## src/bsp_pkg.sv

```systemverilog
// Package for the bounded stack with peek: sizes, operation and status codes,
// beat types for both channels and the control state type.
// No dependencies.
`default_nettype none

package bsp_pkg;

    localparam int DEPTH  = 16;
    localparam int ADDR_W = $clog2(DEPTH);
    localparam int CNT_W  = $clog2(DEPTH + 1);
    localparam int FLD_W  = 5;
    localparam int CMP_W  = (CNT_W > FLD_W) ? CNT_W : FLD_W;
    localparam int WORD_W = 32;

    localparam logic [FLD_W-1:0] CAP_RST = FLD_W'(16);

    localparam logic [1:0] FN_PUSH = 2'd0;
    localparam logic [1:0] FN_POP  = 2'd1;
    localparam logic [1:0] FN_PEEK = 2'd2;

    localparam logic [1:0] ST_OK        = 2'd0;
    localparam logic [1:0] ST_OVERFLOW  = 2'd1;
    localparam logic [1:0] ST_UNDERFLOW = 2'd2;
    localparam logic [1:0] ST_BAD_DEPTH = 2'd3;

    typedef struct packed {
        logic        [1:0]        func;
        logic signed [WORD_W-1:0] push_value;
        logic        [FLD_W-1:0]  peek_depth;
    } t_in_item;

    typedef struct packed {
        logic signed [WORD_W-1:0] read_value;
        logic        [1:0]        status;
        logic        [FLD_W-1:0]  entry_count;
        logic                     is_empty;
        logic                     is_full;
    } t_out_item;

    typedef enum logic [0:0] {
        S_IDLE,
        S_LOAD
    } t_state;

endpackage

`default_nettype wire

```

## src/bsp_ram.sv

```systemverilog
// Generic simple dual-port RAM: one write port, one read port with registered
// read data that holds while no read is issued. No dependencies.
`default_nettype none

module bsp_ram #(
    parameter int P_WIDTH = 32,
    parameter int P_DEPTH = 16
) (
    input  wire logic                       i_clk,
    input  wire logic                       i_we,
    input  wire logic [$clog2(P_DEPTH)-1:0] i_waddr,
    input  wire logic [P_WIDTH-1:0]         i_wdata,
    input  wire logic                       i_re,
    input  wire logic [$clog2(P_DEPTH)-1:0] i_raddr,
    output logic      [P_WIDTH-1:0]         o_rdata
);

    logic [P_WIDTH-1:0] r_mem [P_DEPTH];

    always_ff @(posedge i_clk) begin
        if (i_we) begin
            r_mem[i_waddr] <= i_wdata;
        end
        if (i_re) begin
            o_rdata <= r_mem[i_raddr];
        end
    end

endmodule

`default_nettype wire

```

## src/bounded_stack_with_peek.sv

```systemverilog
// Top level of the bounded stack with peek.
// Depends on bsp_pkg and bsp_ram.
`default_nettype none

// Bounded LIFO of signed 32-bit words with push, pop and peek at depth (1 is
// the top). Every input beat gives one output beat with the word read (-1 on
// error, 0 for a push), a status, the entry count and empty/full flags; a
// failed operation leaves the stack unchanged. An item passes the accept
// cycle, where the count is updated and a push writes the word store, then
// S_LOAD, which takes the registered store read and holds until the output
// register is free. One item is in flight at a time; a finished result
// waits in the output register while the next beat is taken. The user must
// write capacity on the config channel only while the block is idle; the block
// does not enforce it. 0 acts as 1, values above the store depth as the depth.
module bounded_stack_with_peek
    import bsp_pkg::*;
(
    input  wire logic             i_clk,
    input  wire logic             i_rst_n,
    input  wire logic             i_in_valid,
    output logic                  o_in_ready,
    input  wire t_in_item         i_in_item,
    output logic                  o_out_valid,
    input  wire logic             i_out_ready,
    output t_out_item             o_out_item,
    input  wire logic             i_cfg_valid,
    output logic                  o_cfg_ready,
    input  wire logic [FLD_W-1:0] i_cfg_data
);

    t_state           r_state, n_state;
    logic [CNT_W-1:0] r_count, n_count;
    logic [FLD_W-1:0] r_cap;
    t_out_item        r_pend, n_pend;
    logic             r_need_rd, n_need_rd;
    logic             r_out_valid;
    t_out_item        r_out_item;
    t_out_item        out_load;

    logic              in_acc, slot_free, load_out;
    logic [CMP_W-1:0]  cap_u, cnt_x, dep_x, cnt_new;
    logic              ram_we, ram_re;
    logic [ADDR_W-1:0] ram_waddr, ram_raddr;
    logic [WORD_W-1:0] ram_rdata;

    assign in_acc    = i_in_valid && o_in_ready;
    assign slot_free = !r_out_valid || i_out_ready;
    assign load_out  = (r_state == S_LOAD) && slot_free;

    // next state
    always_comb begin
        n_state = r_state;
        case (r_state)
            S_IDLE: begin
                if (in_acc) begin
                    n_state = S_LOAD;
                end
            end
            S_LOAD: begin
                if (slot_free) begin
                    n_state = S_IDLE;
                end
            end
            default: n_state = S_IDLE;
        endcase
    end

    // outputs of the control state
    always_comb begin
        o_in_ready = (r_state == S_IDLE);
    end

    // clamp capacity into 1..DEPTH
    always_comb begin
        cap_u = CMP_W'(r_cap);
        if (cap_u == '0) begin
            cap_u = CMP_W'(1);
        end else if (cap_u > CMP_W'(DEPTH)) begin
            cap_u = CMP_W'(DEPTH);
        end
    end

    // decode the operation on the accept beat
    always_comb begin
        cnt_x     = CMP_W'(r_count);
        dep_x     = CMP_W'(i_in_item.peek_depth);
        cnt_new   = cnt_x;
        ram_we    = 1'b0;
        ram_re    = 1'b0;
        ram_waddr = cnt_x[ADDR_W-1:0];
        ram_raddr = cnt_x[ADDR_W-1:0];
        n_need_rd = r_need_rd;
        n_pend    = r_pend;
        if (in_acc) begin
            n_need_rd         = 1'b0;
            n_pend.read_value = '0;
            n_pend.status     = ST_OK;
            case (i_in_item.func)
                FN_PUSH: begin
                    if (cnt_x >= cap_u) begin
                        n_pend.status     = ST_OVERFLOW;
                        n_pend.read_value = '1;
                    end else begin
                        ram_we  = 1'b1;
                        cnt_new = cnt_x + CMP_W'(1);
                    end
                end
                FN_POP: begin
                    if (cnt_x == '0) begin
                        n_pend.status     = ST_UNDERFLOW;
                        n_pend.read_value = '1;
                    end else begin
                        cnt_new   = cnt_x - CMP_W'(1);
                        ram_re    = 1'b1;
                        ram_raddr = cnt_new[ADDR_W-1:0];
                        n_need_rd = 1'b1;
                    end
                end
                FN_PEEK: begin
                    if (cnt_x == '0) begin
                        n_pend.status     = ST_UNDERFLOW;
                        n_pend.read_value = '1;
                    end else if (dep_x == '0 || dep_x > cnt_x) begin
                        n_pend.status     = ST_BAD_DEPTH;
                        n_pend.read_value = '1;
                    end else begin
                        ram_re    = 1'b1;
                        ram_raddr = ADDR_W'(cnt_x - dep_x);
                        n_need_rd = 1'b1;
                    end
                end
                default: begin
                    // unused code: no-op
                end
            endcase
            n_pend.entry_count = cnt_new[FLD_W-1:0];
            n_pend.is_empty    = (cnt_new == '0);
            n_pend.is_full     = (cnt_new >= cap_u);
        end
        n_count = cnt_new[CNT_W-1:0];
    end

    bsp_ram #(
        .P_WIDTH(WORD_W),
        .P_DEPTH(DEPTH)
    ) u_store (
        .i_clk  (i_clk),
        .i_we   (ram_we),
        .i_waddr(ram_waddr),
        .i_wdata(i_in_item.push_value),
        .i_re   (ram_re),
        .i_raddr(ram_raddr),
        .o_rdata(ram_rdata)
    );

    // merge the store read into the waiting result
    always_comb begin
        out_load = r_pend;
        if (r_need_rd) begin
            out_load.read_value = ram_rdata;
        end
    end

    always_ff @(posedge i_clk) begin
        if (!i_rst_n) begin
            r_state     <= S_IDLE;
            r_count     <= '0;
            r_cap       <= CAP_RST;
            r_out_valid <= 1'b0;
            r_need_rd   <= 1'b0;
        end else begin
            r_state   <= n_state;
            r_count   <= n_count;
            r_need_rd <= n_need_rd;
            if (i_cfg_valid && o_cfg_ready) begin
                r_cap <= i_cfg_data;
            end
            if (load_out) begin
                r_out_valid <= 1'b1;
            end else if (i_out_ready) begin
                r_out_valid <= 1'b0;
            end
        end
    end

    always_ff @(posedge i_clk) begin
        r_pend <= n_pend;
        if (load_out) begin
            r_out_item <= out_load;
        end
    end

    assign o_cfg_ready = 1'b1;
    assign o_out_valid = r_out_valid;
    assign o_out_item  = r_out_item;

    a_count_bound: assert property (@(posedge i_clk) disable iff (!i_rst_n)
        CMP_W'(r_count) <= CMP_W'(DEPTH))
        else $error("entry count beyond store depth");

    a_load_after_accept: assert property (@(posedge i_clk) disable iff (!i_rst_n)
        in_acc |=> r_state == S_LOAD)
        else $error("accepted beat did not start a store read");

    a_push_counts: assert property (@(posedge i_clk) disable iff (!i_rst_n)
        ram_we |=> r_count == $past(r_count) + CNT_W'(1))
        else $error("push did not advance the count");

endmodule

`default_nettype wire
```

## config.mk

```make
export PLATFORM = sky130hd
export DESIGN_NAME = bounded_stack_with_peek
export DESIGN_NICKNAME = d
export VERILOG_FILES = /design/src/bsp_pkg.sv /design/src/bsp_ram.sv /design/src/bounded_stack_with_peek.sv
export SDC_FILE = /design/constraint.sdc
export NUM_CORES = 1
export LEC_CHECK = 0
export ABC_CLOCK_PERIOD_IN_PS = 4400
export BUFFER_PORTS_ARGS = -buffer_cell sky130_fd_sc_hd__buf_2
export CORE_AREA = 3 3 216 218
export CTS_CLUSTER_SIZE = 24
export DETAILED_ROUTE_END_ITERATION = 16
export DIE_AREA = 0 0 219 221
export HOLD_SLACK_MARGIN = 0.06
export PLACE_DENSITY_LB_ADDON = 0.12
export SYNTH_ARGS = -nofsm -noshare
export SYNTH_HDL_FRONTEND = slang
export SYNTH_SLANG_ARGS = --single-unit
export TNS_END_PERCENT = 1
```

## constraint.sdc

```tcl
create_clock -name i_clk -period 4.4 [get_ports i_clk]
set_clock_uncertainty 0.1 [all_clocks]
set_input_delay 0.88 -clock i_clk [delete_from_list [all_inputs] [get_ports i_clk]]
set_output_delay 0.88 -clock i_clk [all_outputs]
set_load 0.005 [all_outputs]
```

Word-level counts from Yosys, hierarchy flattened
Memory sizes are Yosys's and may differ from the RTL's. A register that Yosys moved wholly into a read port is not among the register bits.
Cells that the tools add are included.
{"block": "totals", "regBits": 95, "ram_bits": 512, "inputBits": 49, "output_inout_bits": 44, "word_cells": 69, "mem_count": 1}
{"block": "op_classes", "n_addsub": 3, "magnitude_cmp": 4, "eq_ne": 2, "mux": 32, "bitwise_logic": 1, "reduce_logical": 11}
{"memory": "u_store.r_mem", "depth": 16, "width": 32, "read_ports": 1, "rd_ports_with_merged_regs": 1, "write_ports": 1, "line": "bsp_ram.sv:18", "rtl": "logic [P_WIDTH-1:0] r_mem [P_DEPTH];"}
{"cell": "$mux 34", "n": 4}
{"cell": "$pmux 34 s3", "n": 1}
{"cell": "$mux 32", "n": 1}
{"cell": "$mux 5", "n": 5}
{"cell": "$logic_not 5->1", "n": 4}
{"cell": "$mux 4", "n": 4}
{"cell": "$mux 1", "n": 13}
{"cell": "$ge 5x5->1", "n": 2}
{"cell": "$pmux 5 s2", "n": 1}
{"cell": "$pmux 4 s2", "n": 1}
{"cell": "$add 5x1->5 const B", "n": 1}
{"cell": "$gt 5x5->1", "n": 1}
{"cell": "$gt 5x5->1 const B", "n": 1}
{"cell": "$sub 5x1->5 const B", "n": 1}
{"cell": "$pmux 1 s2", "n": 2}
{"cell": "$sub 4x4->4", "n": 1}
{"cell": "$eq 2x1->1 const B", "n": 1}
{"cell": "$eq 2x2->1 const B", "n": 1}
{"cell": "$logic_and 1x1->1", "n": 2}
{"cell": "$logic_not 2->1", "n": 1}
{"cell": "$logic_or 1x1->1", "n": 2}
{"cell": "$reduce_bool 2->1", "n": 1}
{"cell": "$logic_not 1->1", "n": 1}
{"cell": "$not 1->1", "n": 1}

Longest topological paths before layout
Gate-level depths: netlist of run 1.
{"block": "logic_depth", "word_depth": 9, "mapped_depth": 16, "mapped_depth_nobuf": 16}

By module
From an unflattened synthesis of run 1, not the netlist that was laid out.
{"block": "unflattened", "hier_cells": 1162, "hier_area_um2": 23575.1}
{"mod": "bsp_ram", "instances": 1, "cells_per_inst": 838, "area_per_inst_um2": 20155.6}
{"mod": "bounded_stack_with_peek", "instances": 1, "cells_per_inst": 324, "area_per_inst_um2": 3419.5}

Worst setup path after synthesis of run 1
No wires, ideal clock.
{"block": "synth_path", "path_type": "register -> register", "from": "reg r_count[0] (netlist: cnt_x[0])", "to": "mem u_store.r_mem[2][0] (enable)", "setup_ps": 461, "arrival_time_ps": 4266, "t_required_ps": 3839, "setup_slack_ps": -428, "stages_incl_launch_ff": 11, "synth_period_minus_slack_ps": 4828, "cell_sequence": "dfxtp_1 clkbuf_1 inv_1 ha_1 nand2b_1 a21o_1 a21oi_1 o211ai_1 nor2_1 nand2_1 nor3_1"}
{"block": "synth_via", "elab_chain_cells": 6}
{"item": "start, declared", "line": "bounded_stack_with_peek.sv:32", "rtl": "logic [CNT_W-1:0] r_count, n_count;"}
{"item": "start signal, assigned", "line": "bounded_stack_with_peek.sv:173", "rtl": "r_count <= n_count;"}
{"item": "$ge 5x5->1", "line": "bounded_stack_with_peek.sv:100", "rtl": "if (cnt_x >= cap_u) begin"}
{"item": "$mux 1", "line": "bounded_stack_with_peek.sv:100"}
{"item": "$mux 1", "line": "bounded_stack_with_peek.sv:98", "rtl": "case (i_in_item.func)"}
{"item": "$mux 1", "line": "bounded_stack_with_peek.sv:94", "rtl": "if (in_acc) begin"}
{"item": "$mux 1", "line": "bsp_ram.sv:21", "rtl": "if (i_we) begin"}
{"item": "$mux 1 (not written as such)", "line": "bsp_ram.sv:22", "rtl": "r_mem[i_waddr] <= i_wdata;"}
{"item": "end, declared", "line": "bsp_ram.sv:18"}
Parallel ways exist; a longest one is shown, timed or not.

Worst setup path after layout of run 1
{"block": "layout_path", "from": "reg r_count[3] (netlist: cnt_x[3])", "to": "reg u_store.o_rdata[30], read port of u_store.r_mem, data pin"}
{"block": "layout_via", "elab_chain_cells": 6, "elab_cells_between_ends": 15, "classes_between": "2 x add/sub; 1 x order compare; 10 x mux; 2 x reduce/logical"}
{"item": "$gt 5x5->1", "line": "bounded_stack_with_peek.sv:123", "rtl": "end else if (dep_x == '0 || dep_x > cnt_x) begin"}
{"item": "$logic_or 1x1->1", "line": "bounded_stack_with_peek.sv:123"}
{"item": "$mux 4 or $mux 1 (tied branches)", "line": "bounded_stack_with_peek.sv:123"}
{"item": "$mux 4 or $mux 1 (tied branches)", "line": "bounded_stack_with_peek.sv:120", "rtl": "if (cnt_x == '0) begin"}
{"item": "$pmux 4 s2 or $pmux 1 s2 (tied branches)", "line": "bounded_stack_with_peek.sv:98"}
{"item": "$mux 4 or $mux 1 (tied branches)", "line": "bounded_stack_with_peek.sv:94"}
{"item": "end, declared", "line": "bsp_ram.sv:15", "rtl": "output logic [P_WIDTH-1:0] o_rdata"}
Parallel ways exist; a longest one is shown, timed or not.
A chain may end at the register's enable or synchronous reset.

==> results of run 1 <==
==> state kept, by name (all words and copies together), names as in the netlist <==
| register | flops |
|---|---|
| u_store.r_mem | 512 |
| o_out_item | 41 |
| u_store.o_rdata | 32 |
| out_load | 9 |
| cnt_x | 5 |
| r_cap | 5 |
| o_out_valid | 1 |
| r_need_rd | 1 |
| r_pend | 1 |
| r_state | 1 |
==> power breakdown <==
| part | switching, mW | internal [mW] |
|---|---|---|
| Combinational | 0.841 | 0.562 |
| Clock | 2.07 | 2.68 |
| Sequential | 0.0278 | 6.48 |
| Total | 2.93 | 9.71 |
==> synthesized netlist by cell type, drive strengths merged (2+ instances only) <==
cell type / count
a211oi: 3
a21boi: 92
a21o: 9
a21oi: 53
a221oi: 10
a22oi: 69
a311o: 46
a31oi: 4
a32o: 2
and2: 5
and3: 49
buf: 50
clkbuf: 67
dfxtp: 13
edfxtp: 595
ha: 26
inv: 21
mux2i: 136
nand2: 128
nand2b: 4
nand3: 12
nor2: 41
nor3: 12
o211a: 23
o211ai: 3
o21ai: 8
o22ai: 10
o32ai: 64
or4: 10
xnor2: 2
==> layer usage <==
layer	up-vias	track usage
met5	-	0
met1	7476	0.357
li1	6588	-
met2	544	0.400
met3	121	0.0374
met4	0	0.0866
==> area by class of cell <==
cell class / count / area, sq um
flip-flops and latches: 608 / 18100
fillers: 3268 / 16400
multi-input cells: 842 / 6420
clock buffers: 79 / 1610
repair buffers: 172 / 1500
well taps: 600 / 751
clock inverters: 30 / 198
inverters: 21 / 78.8
diodes: 1 / 2.50
==> critical path: cells and delay by family (launching register included) <==
family                     cells  cell delay, ps
and+or+nand+nor                2             970
AOI/OAI and AO/OA              5             920
DFF                            1             590
buffers and inverters          2             500
adders and majority gates      1             350
muxes                          1             310
==> final timing paths <==
check                    from                   to  slack (ps)  cells past startpoint
setup / recovery     cnt_x[3]  u_store.o_rdata[30]         360                     11
hold / removal    out_load[1]        o_out_item[1]         330                      0
setup reg to reg     cnt_x[3]  u_store.o_rdata[30]         360                     11
hold reg to reg   out_load[1]        o_out_item[1]         330                      0
==> logic make-up after synthesis <==
| kind of cell | share of synthesized area |
|---|---|
| DFF | 0.724 |
| AOI/OAI and AO/OA | 0.127 |
| and+or+nand+nor | 0.0524 |
| buffers and inverters | 0.0268 |
| muxes | 0.0548 |
| adders and majority gates | 0.0142 |
| xor gates and xnor gates | 0.00105 |
| other | 0.000150 |
==> per-stage QoR <==
| stage | std cells | hold WS, ps | setup slack (ps) | utilization |
|---|---|---|---|---|
| after floorplan | 1588 | 300 | -427 | - |
| after global placement | 2243 | 304 | 248 | 0.596 |
| after detailed placement | 2243 | 306 | 161 | 0.596 |
| after CTS | 2352 | 322 | 344 | 0.636 |
| after global routing | 2353 | 338 | 201 | 0.636 |
| final | 2353 | 327 | 361 | 0.636 |
==> impl_metrics.ini, run 1 <==
[cells_and_area]
highest_count_cells_in_the_layout_ignoring_fill_and_taps = 595 x sky130_fd_sc_hd__edfxtp_1, 136 x sky130_fd_sc_hd__mux2i_1, 124 x sky130_fd_sc_hd__nand2_1, 92 x sky130_fd_sc_hd__a21boi_0, 91 x sky130_fd_sc_hd__buf_2
num-nets-final = 1780
layout-drive-gt1-share = 0.164
mostFrequentLayoutCell = sky130_fd_sc_hd__edfxtp_1
synthToLayoutAreaGrowth_pct = 14.6
layout.cell_area.non_filler_sq_um = 28700

[placement]
port_buffers = 91
routability_cong = 0.879
post_dp_cell_area_sq_um = 26900
dpl.hpwl_um = 33900

[clocking]
clock_path_buffers = 3
tritoncts = built
cts_sinks = 608
clk_transition_reported_paths_ps = 60
root_buffer = sky130_fd_sc_hd__clkbuf_16
hold_buffers = 0
cts_max_level = 2
post_cts_resized = 0
clk-insertion-delay-late_ps = 610
cts_setup_buffers = 0
numCtsBuffers = 59

[drt]
firstDrtPassIters = 6
detail_route.drc_violations = 0
detail_route.wl_per_cell_um = 25.8
detailroute.wirelength.met2_um = 29400
vias_per_cell = 6.26
met3WireLength_um = 3810
detail-route-antenna-nets = 0
routed_wire_length_um = 60700
m1WireLength_um = 25600
top_layer_used = met4
initialDrtViolationCount = 1391
dr_total_vias = 14700

[sta]
setup_viol = 0
maxSlewHeadroom = 0.395
final_hold_vio_count = 0
period_needed_ps = 4040
drv_slew = 0
setup_tns_final_ps = 0
grt_setup_unrepaired = false
tightest_slew_ps = 908
final_worst_path_period_share = 0.918
clock.fmax_mhz = 248

[setup_path]
criticalPathCategory = register to register
critical_path.max_stage_delay_ps = 590
start_kind = register
cp_max_fo = 18
worst_path_max_delay_cell = sky130_fd_sc_hd__dfxtp_1
crit_arrival_ps = 4280
worstPathCellList = inv_1 > ha_1 > a21o_1 > a21oi_2 > a21o_1 > a31oi_4 > nor2_4 > buf_4 > mux2i_1 > o22ai_1 > or4_1
end_kind = register
crit_required_ps = 4640
cp_common_cell = sky130_fd_sc_hd__a21o_1

[floorplanning]
die-width_um = 219
dieArea_sq_um = 48400
initial_utilization = 0.555
pin_count = 93
die_height_um = 221
fp.coreArea_sq_um = 45100
std_cell_rows = 78

[logic_synthesis]
synth-seq-cells = 608
post_synth.cell_area_avg_sq_um = 15.8
synth_ff_type = sky130_fd_sc_hd__edfxtp_1
netlist-cell-type-count = 62
synthesis.yosys.warnings = 0
synth.largest_area_cell = sky130_fd_sc_hd__edfxtp_1
syn-cell-area_sq_um = 25000
post_synth_inst_count = 1588
yosysSeqAreaShare = 0.724
mappedNetlistNets = 1664
post_synth_main_area_contributors = sky130_fd_sc_hd__edfxtp_1 71%, sky130_fd_sc_hd__mux2i_1 5.4%, sky130_fd_sc_hd__a21boi_0 2.8%
ys_async_sr_fraction = 0
proportion_of_netlist_area_held_by_the_largest_area_contributor = 0.714
synth_enable_flop_cells = 595

[global_route]
largest_net_degree_at_the_start_of_global_routing = 58
grt_overflow_total = 0
grt_first_pass_wirelength_um = 90700
global_route.usage.total = 0.251
grt_pass1_vias = 14500
number_of_antenna_violations_at_the_first_check_in_global_routing = 1

[power]
p_leak_nw = 10.2
total_power_mw = 12.6
vdd.ir_drop.worst_mv = 0.300
pwr_density_cell_nw_per_um2 = 441

[run]
maxCapViolCount = 0

[outcome]
status = complete, no violations

[hold_path]
holdCritPathClass = register to register
(Power assumes the default switching activity.)
==> inputs of run 2 (changes only) <==
Settings changed: CELL_PAD_IN_SITES_DETAIL_PLACEMENT from default to 1, CELL_PAD_IN_SITES_GLOBAL_PLACEMENT from default to 1, CORE_AREA 3 3 216 218 to 3 3 166 330, DIE_AREA 0 0 219 221 to 0 0 169 333.
==> run 2 against run 1 <==
Setup slack lost 140 ps. Non-clock buffer count is 5 lower. Hold slack worse by 4.1 ps. Register-to-register slack lost 140 ps. Routed wire length up 18%. Count of clock-buffer cells in the layout down 23. Sequential power barely moved. First-iteration DRC count decreased by 11%. Sequential share of layout area rose by 0.43 points. Critical path depth unchanged. Flip-flop and latch count is the same. Core utilization fell by 9.4 points.
==> impl_metrics.ini, run 2 (same netlist as run 1, synthesis figures left out) <==
[placement]
dpl.hpwl_um = 44300
dp_slack_ps = -182
routability_cong = 0.934
port_buffers = 91
placed_cells = 2303
post_dp_cell_area_sq_um = 26800

[global_route]
grt_pass1_vias = 15900
grt_overflow_total = 0
global_route.usage.total = 0.251
number_of_antenna_violations_at_the_first_check_in_global_routing = 1
grt_first_pass_wirelength_um = 104000
largest_net_degree_at_the_start_of_global_routing = 185

[setup_path]
crit_arrival_ps = 4400
crit_required_ps = 4630
rr_worst_depth = 11
worst_path_max_delay_cell = sky130_fd_sc_hd__or4b_4
cp_max_fo = 22
r2r_start = cnt_x[0]
critical_path.max_stage_delay_ps = 590
end_kind = register
r2r_setup_slack_ps = 220
r2r-end = u_store.o_rdata[18]
start_kind = register
criticalPathCategory = register to register
worstPathCellList = inv_1 > ha_1 > or4b_4 > nand2_2 > o21ai_1 > a32o_2 > nor2_4 > buf_4 > mux2i_1 > o32ai_1 > or4_1

[power]
net-switching-power_mw = 3.05
swShare = 0.242
power_frac_clock = 0.371
pwr_density_cell_nw_per_um2 = 442
comb_power_share = 0.113
p_leak_nw = 10.1
internal-power_mw = 9.55
vdd.ir_drop.worst_mv = 0.386
sequentialPowerShare = 0.516

[sta]
final_worst_path_period_share = 0.949
clock.fmax_mhz = 240
grt_setup_unrepaired = false
final_hold_vio_count = 0
drv_slew = 0
hold-worst-slack_ps = 323
tightest_slew_ps = 884
setup_viol = 0
setup_slack_ps = 225
period_needed_ps = 4180
maxSlewHeadroom = 0.411

[drt]
routed_wire_length_um = 71500
detail_route.wl_per_cell_um = 29.8
vias_per_cell = 6.20
initialDrtViolationCount = 1239
detail_route.drc_violations = 0
detail-route-antenna-nets = 0
firstDrtPassIters = 5
dr_total_vias = 14900

[hold_path]
min_path_cells = 0
worstHoldStart = out_load[1]
hold-path-endpoint = o_out_item[1]
holdCritPathClass = register to register

[clocking]
cts_setup_buffers = 0
hold_buffers = 0
clock_path_buffers = 3
clk_transition_reported_paths_ps = 70
cts_sinks = 608
root_buffer = sky130_fd_sc_hd__clkbuf_16
tritoncts = built
cts_max_level = 2
numCtsBuffers = 52
post_cts_resized = 0
clk-insertion-delay-late_ps = 610

[cells_and_area]
num-nets-final = 1768
highest_count_cells_in_the_layout_ignoring_fill_and_taps = 595 x sky130_fd_sc_hd__edfxtp_1, 136 x sky130_fd_sc_hd__mux2i_1, 124 x sky130_fd_sc_hd__nand2_1, 92 x sky130_fd_sc_hd__a21boi_0, 91 x sky130_fd_sc_hd__buf_2
layout.cell_area.non_filler_sq_um = 28500
antenna_cells = 0
regMostFlops = u_store.r_mem
mostFrequentLayoutCell = sky130_fd_sc_hd__edfxtp_1
final-instance-count-excl-fill = 2401
final_util = 0.542
number_of_flip_flops_under_the_largest_register_name = 512
layout-drive-gt1-share = 0.167
synthToLayoutAreaGrowth_pct = 13.8

[run]
maxCapViolCount = 0

[floorplanning]
initial_utilization = 0.476
dieArea_sq_um = 56300
std_cell_rows = 119
fp.coreArea_sq_um = 52600
pin_count = 93
die-width_um = 169
die_height_um = 333

[outcome]
status = complete, no violations
-- run 2: power groups by stage --
stage / logic, mW / registers (mW) / clock network, mW
5_1_grt: 1.55 / 6.50 / 5.01
4_1_cts: 1.44 / 6.50 / 4.79
6_report: 1.42 / 6.50 / 4.68
3_5_place_dp: 1.44 / 6.63 / 0
3_3_place_gp: 1.39 / 6.63 / 0
2_1_floorplan: 0.891 / 6.63 / 0
-- run 2: worst max-delay path by stage --
stage                             from                   to  slack (ps)
after floorplan               cnt_x[0]  u_store.r_mem[3][0]        -430
final                         cnt_x[0]  u_store.o_rdata[18]         220
after global routing          cnt_x[4]  u_store.o_rdata[10]          10
after global placement    i_in_item[1]  u_store.o_rdata[10]         -60
after detailed placement  i_in_item[1]  u_store.o_rdata[10]        -180
after CTS                     cnt_x[0]  u_store.o_rdata[18]         210
-- run 2: area by class of cell --
class / instances / area, sq um
multi-input combinational: 842 / 6410
inverter: 21 / 78.8
clock inverter: 42 / 413
clock buffer: 56 / 1320
timing repair buffer: 167 / 1310
tap: 665 / 832
fill: 4911 / 24100
sequential: 608 / 18100
-- run 2: worst max-delay path: cells and delay by family (launching register included) --
kind,cells,cell delay [ps]
and+or+nand+nor,4,1560
buffers and inverters,2,670
AOI/OAI and AO/OA,3,540
muxes,1,450
DFF,1,310
adders and majority gates,1,270
-- run 2: metrics by stage --
stage               setup TNS [ps]  total power, mW
floorplan                   -40940             7.52
global placement              -113             8.02
detailed placement           -1460             8.07
CTS                              0             12.7
global route                     0             13.1
finish                           0             12.6
-- run 2: per-layer routing --
| metal | vias up | GRT usage | routed length (um) |
|---|---|---|---|
| met2 | 421 | 0.475 | 39800 |
| met3 | 147 | 0.0271 | 2710 |
| met1 | 7774 | 0.281 | 25500 |
| li1 | 6539 | - | - |
| met5 | - | 0 | 0 |
| met4 | 0 | 0.111 | 3460 |
==> inputs of run 3 (changes only) <==
Settings changed: MAX_ROUTING_LAYER from default to met4.
==> run 3 against run 2 <==
Sequential share of layout area is the same. Fmax fell by 0.13%. Sequential power barely moved. Critical path type unchanged.
==> impl_metrics.ini, run 3 (same netlist as run 1, synthesis figures left out) <==
[outcome]
status = complete, no violations

[cells_and_area]
highest_count_cells_in_the_layout_ignoring_fill_and_taps = 595 x sky130_fd_sc_hd__edfxtp_1, 136 x sky130_fd_sc_hd__mux2i_1, 124 x sky130_fd_sc_hd__nand2_1, 92 x sky130_fd_sc_hd__a21boi_0, 91 x sky130_fd_sc_hd__buf_2
num-nets-final = 1768
antenna_cells = 0
layout-drive-gt1-share = 0.167
fillCellCount = 4911
regMostFlops = u_store.r_mem
synthToLayoutAreaGrowth_pct = 13.8
layout.cell_area.non_filler_sq_um = 28500
mostFrequentLayoutCell = sky130_fd_sc_hd__edfxtp_1
number_of_flip_flops_under_the_largest_register_name = 512

[setup_path]
worst_path_max_delay_cell = sky130_fd_sc_hd__or4b_4
critical_path.max_stage_delay_ps = 590
worstPathCellList = inv_1 > ha_1 > or4b_4 > nand2_2 > o21ai_1 > a32o_2 > nor2_4 > buf_4 > mux2i_1 > o32ai_1 > or4_1
crit_arrival_ps = 4410
crit_required_ps = 4630
end_kind = register
cp_max_fo = 22
criticalPathCategory = register to register
start_kind = register

[drt]
detail-route-antenna-nets = 0
firstDrtPassIters = 5
dr_total_vias = 14800
routed_wire_length_um = 71500
vias_per_cell = 6.17
detail_route.wl_per_cell_um = 29.8
initialDrtViolationCount = 1166
detail_route.drc_violations = 0

[clocking]
cts_sinks = 608
hold_buffers = 0
clock_path_buffers = 3
cts_setup_buffers = 0
cts_max_level = 2
tritoncts = built
clk_transition_reported_paths_ps = 70
root_buffer = sky130_fd_sc_hd__clkbuf_16
clk-insertion-delay-late_ps = 600
numCtsBuffers = 52
post_cts_resized = 0

[power]
p_leak_nw = 10.1
pwr_density_cell_nw_per_um2 = 442
total_power_mw = 12.6
vdd.ir_drop.worst_mv = 0.386

[global_route]
grt_overflow_total = 0
largest_net_degree_at_the_start_of_global_routing = 185
number_of_antenna_violations_at_the_first_check_in_global_routing = 1
grt_first_pass_wirelength_um = 104000
grt_pass1_vias = 15800
global_route.usage.total = 0.259

[sta]
maxSlewHeadroom = 0.419
setup_slack_ps = 219
grt_setup_unrepaired = false
drv_slew = 0
hold-worst-slack_ps = 320
final_hold_vio_count = 0
clock.fmax_mhz = 239
final_worst_path_period_share = 0.950
tightest_slew_ps = 871
period_needed_ps = 4180
setup_viol = 0

[floorplanning]
initial_utilization = 0.476
fp.coreArea_sq_um = 52600
std_cell_rows = 119
pin_count = 93
dieArea_sq_um = 56300
die-width_um = 169
die_height_um = 333

[hold_path]
holdCritPathClass = register to register

[placement]
dpl.hpwl_um = 44300
port_buffers = 91
post_dp_cell_area_sq_um = 26800
dp_slack_ps = -182
routability_cong = 0.951

[run]
maxCapViolCount = 0
-- run 3: final cells by class --
type / count / area [sq um] / share of cell area
sequential: 608 / 18100 / 0.636
inverter: 21 / 78.8 / 0.00277
timing repair buffer: 167 / 1310 / 0.0461
tap: 665 / 832 / 0.0292
clock buffer: 56 / 1320 / 0.0462
multi-input combinational: 842 / 6410 / 0.225
clock inverter: 42 / 413 / 0.0145
-- run 3: path summary, 6_finish.rpt --
path,start,to,slack [ps],cells after the start
worst min-delay path,out_load[1],o_out_item[1],320,0
worst max register to register,cnt_x[0],u_store.o_rdata[18],220,11
worst max-delay path,cnt_x[0],u_store.o_rdata[18],220,11
worst min register to register,out_load[1],o_out_item[1],320,0
-- run 3: through the flow --
stage	instances	TNS (ps)	utilization
3_3_place_gp	2303	-113	0.509
3_5_place_dp	2303	-1460	0.509
4_1_cts	2401	0	0.542
2_1_floorplan	1588	-40940	-
5_1_grt	2401	0	0.542
6_report	2401	0	0.542
-- run 3: critical path: cells and delay by family (launching register included) --
family          cells  cell delay (ps)
fa+ha+maj           1              270
compound gates      3              540
mux                 1              460
flops               1              310
simple gates        4             1560
buf+inv             2              670
-- run 3: routing by layer --
metal  up-vias  track usage  wire, um
li1       6531            -         -
met4         0        0.106      3370
met3       151       0.0259      2900
met5         -            -         0
met2       423        0.478     39900
met1      7712        0.281     25300
-- run 3: power breakdown --
group	switching [mW]	internal (mW)	total, mW	leakage [nW]
Sequential	0.0289	6.47	6.50	5.48
Combinational	0.891	0.534	1.42	3.78
Clock	2.13	2.55	4.68	0.820
Total	3.05	9.55	12.6	10.1
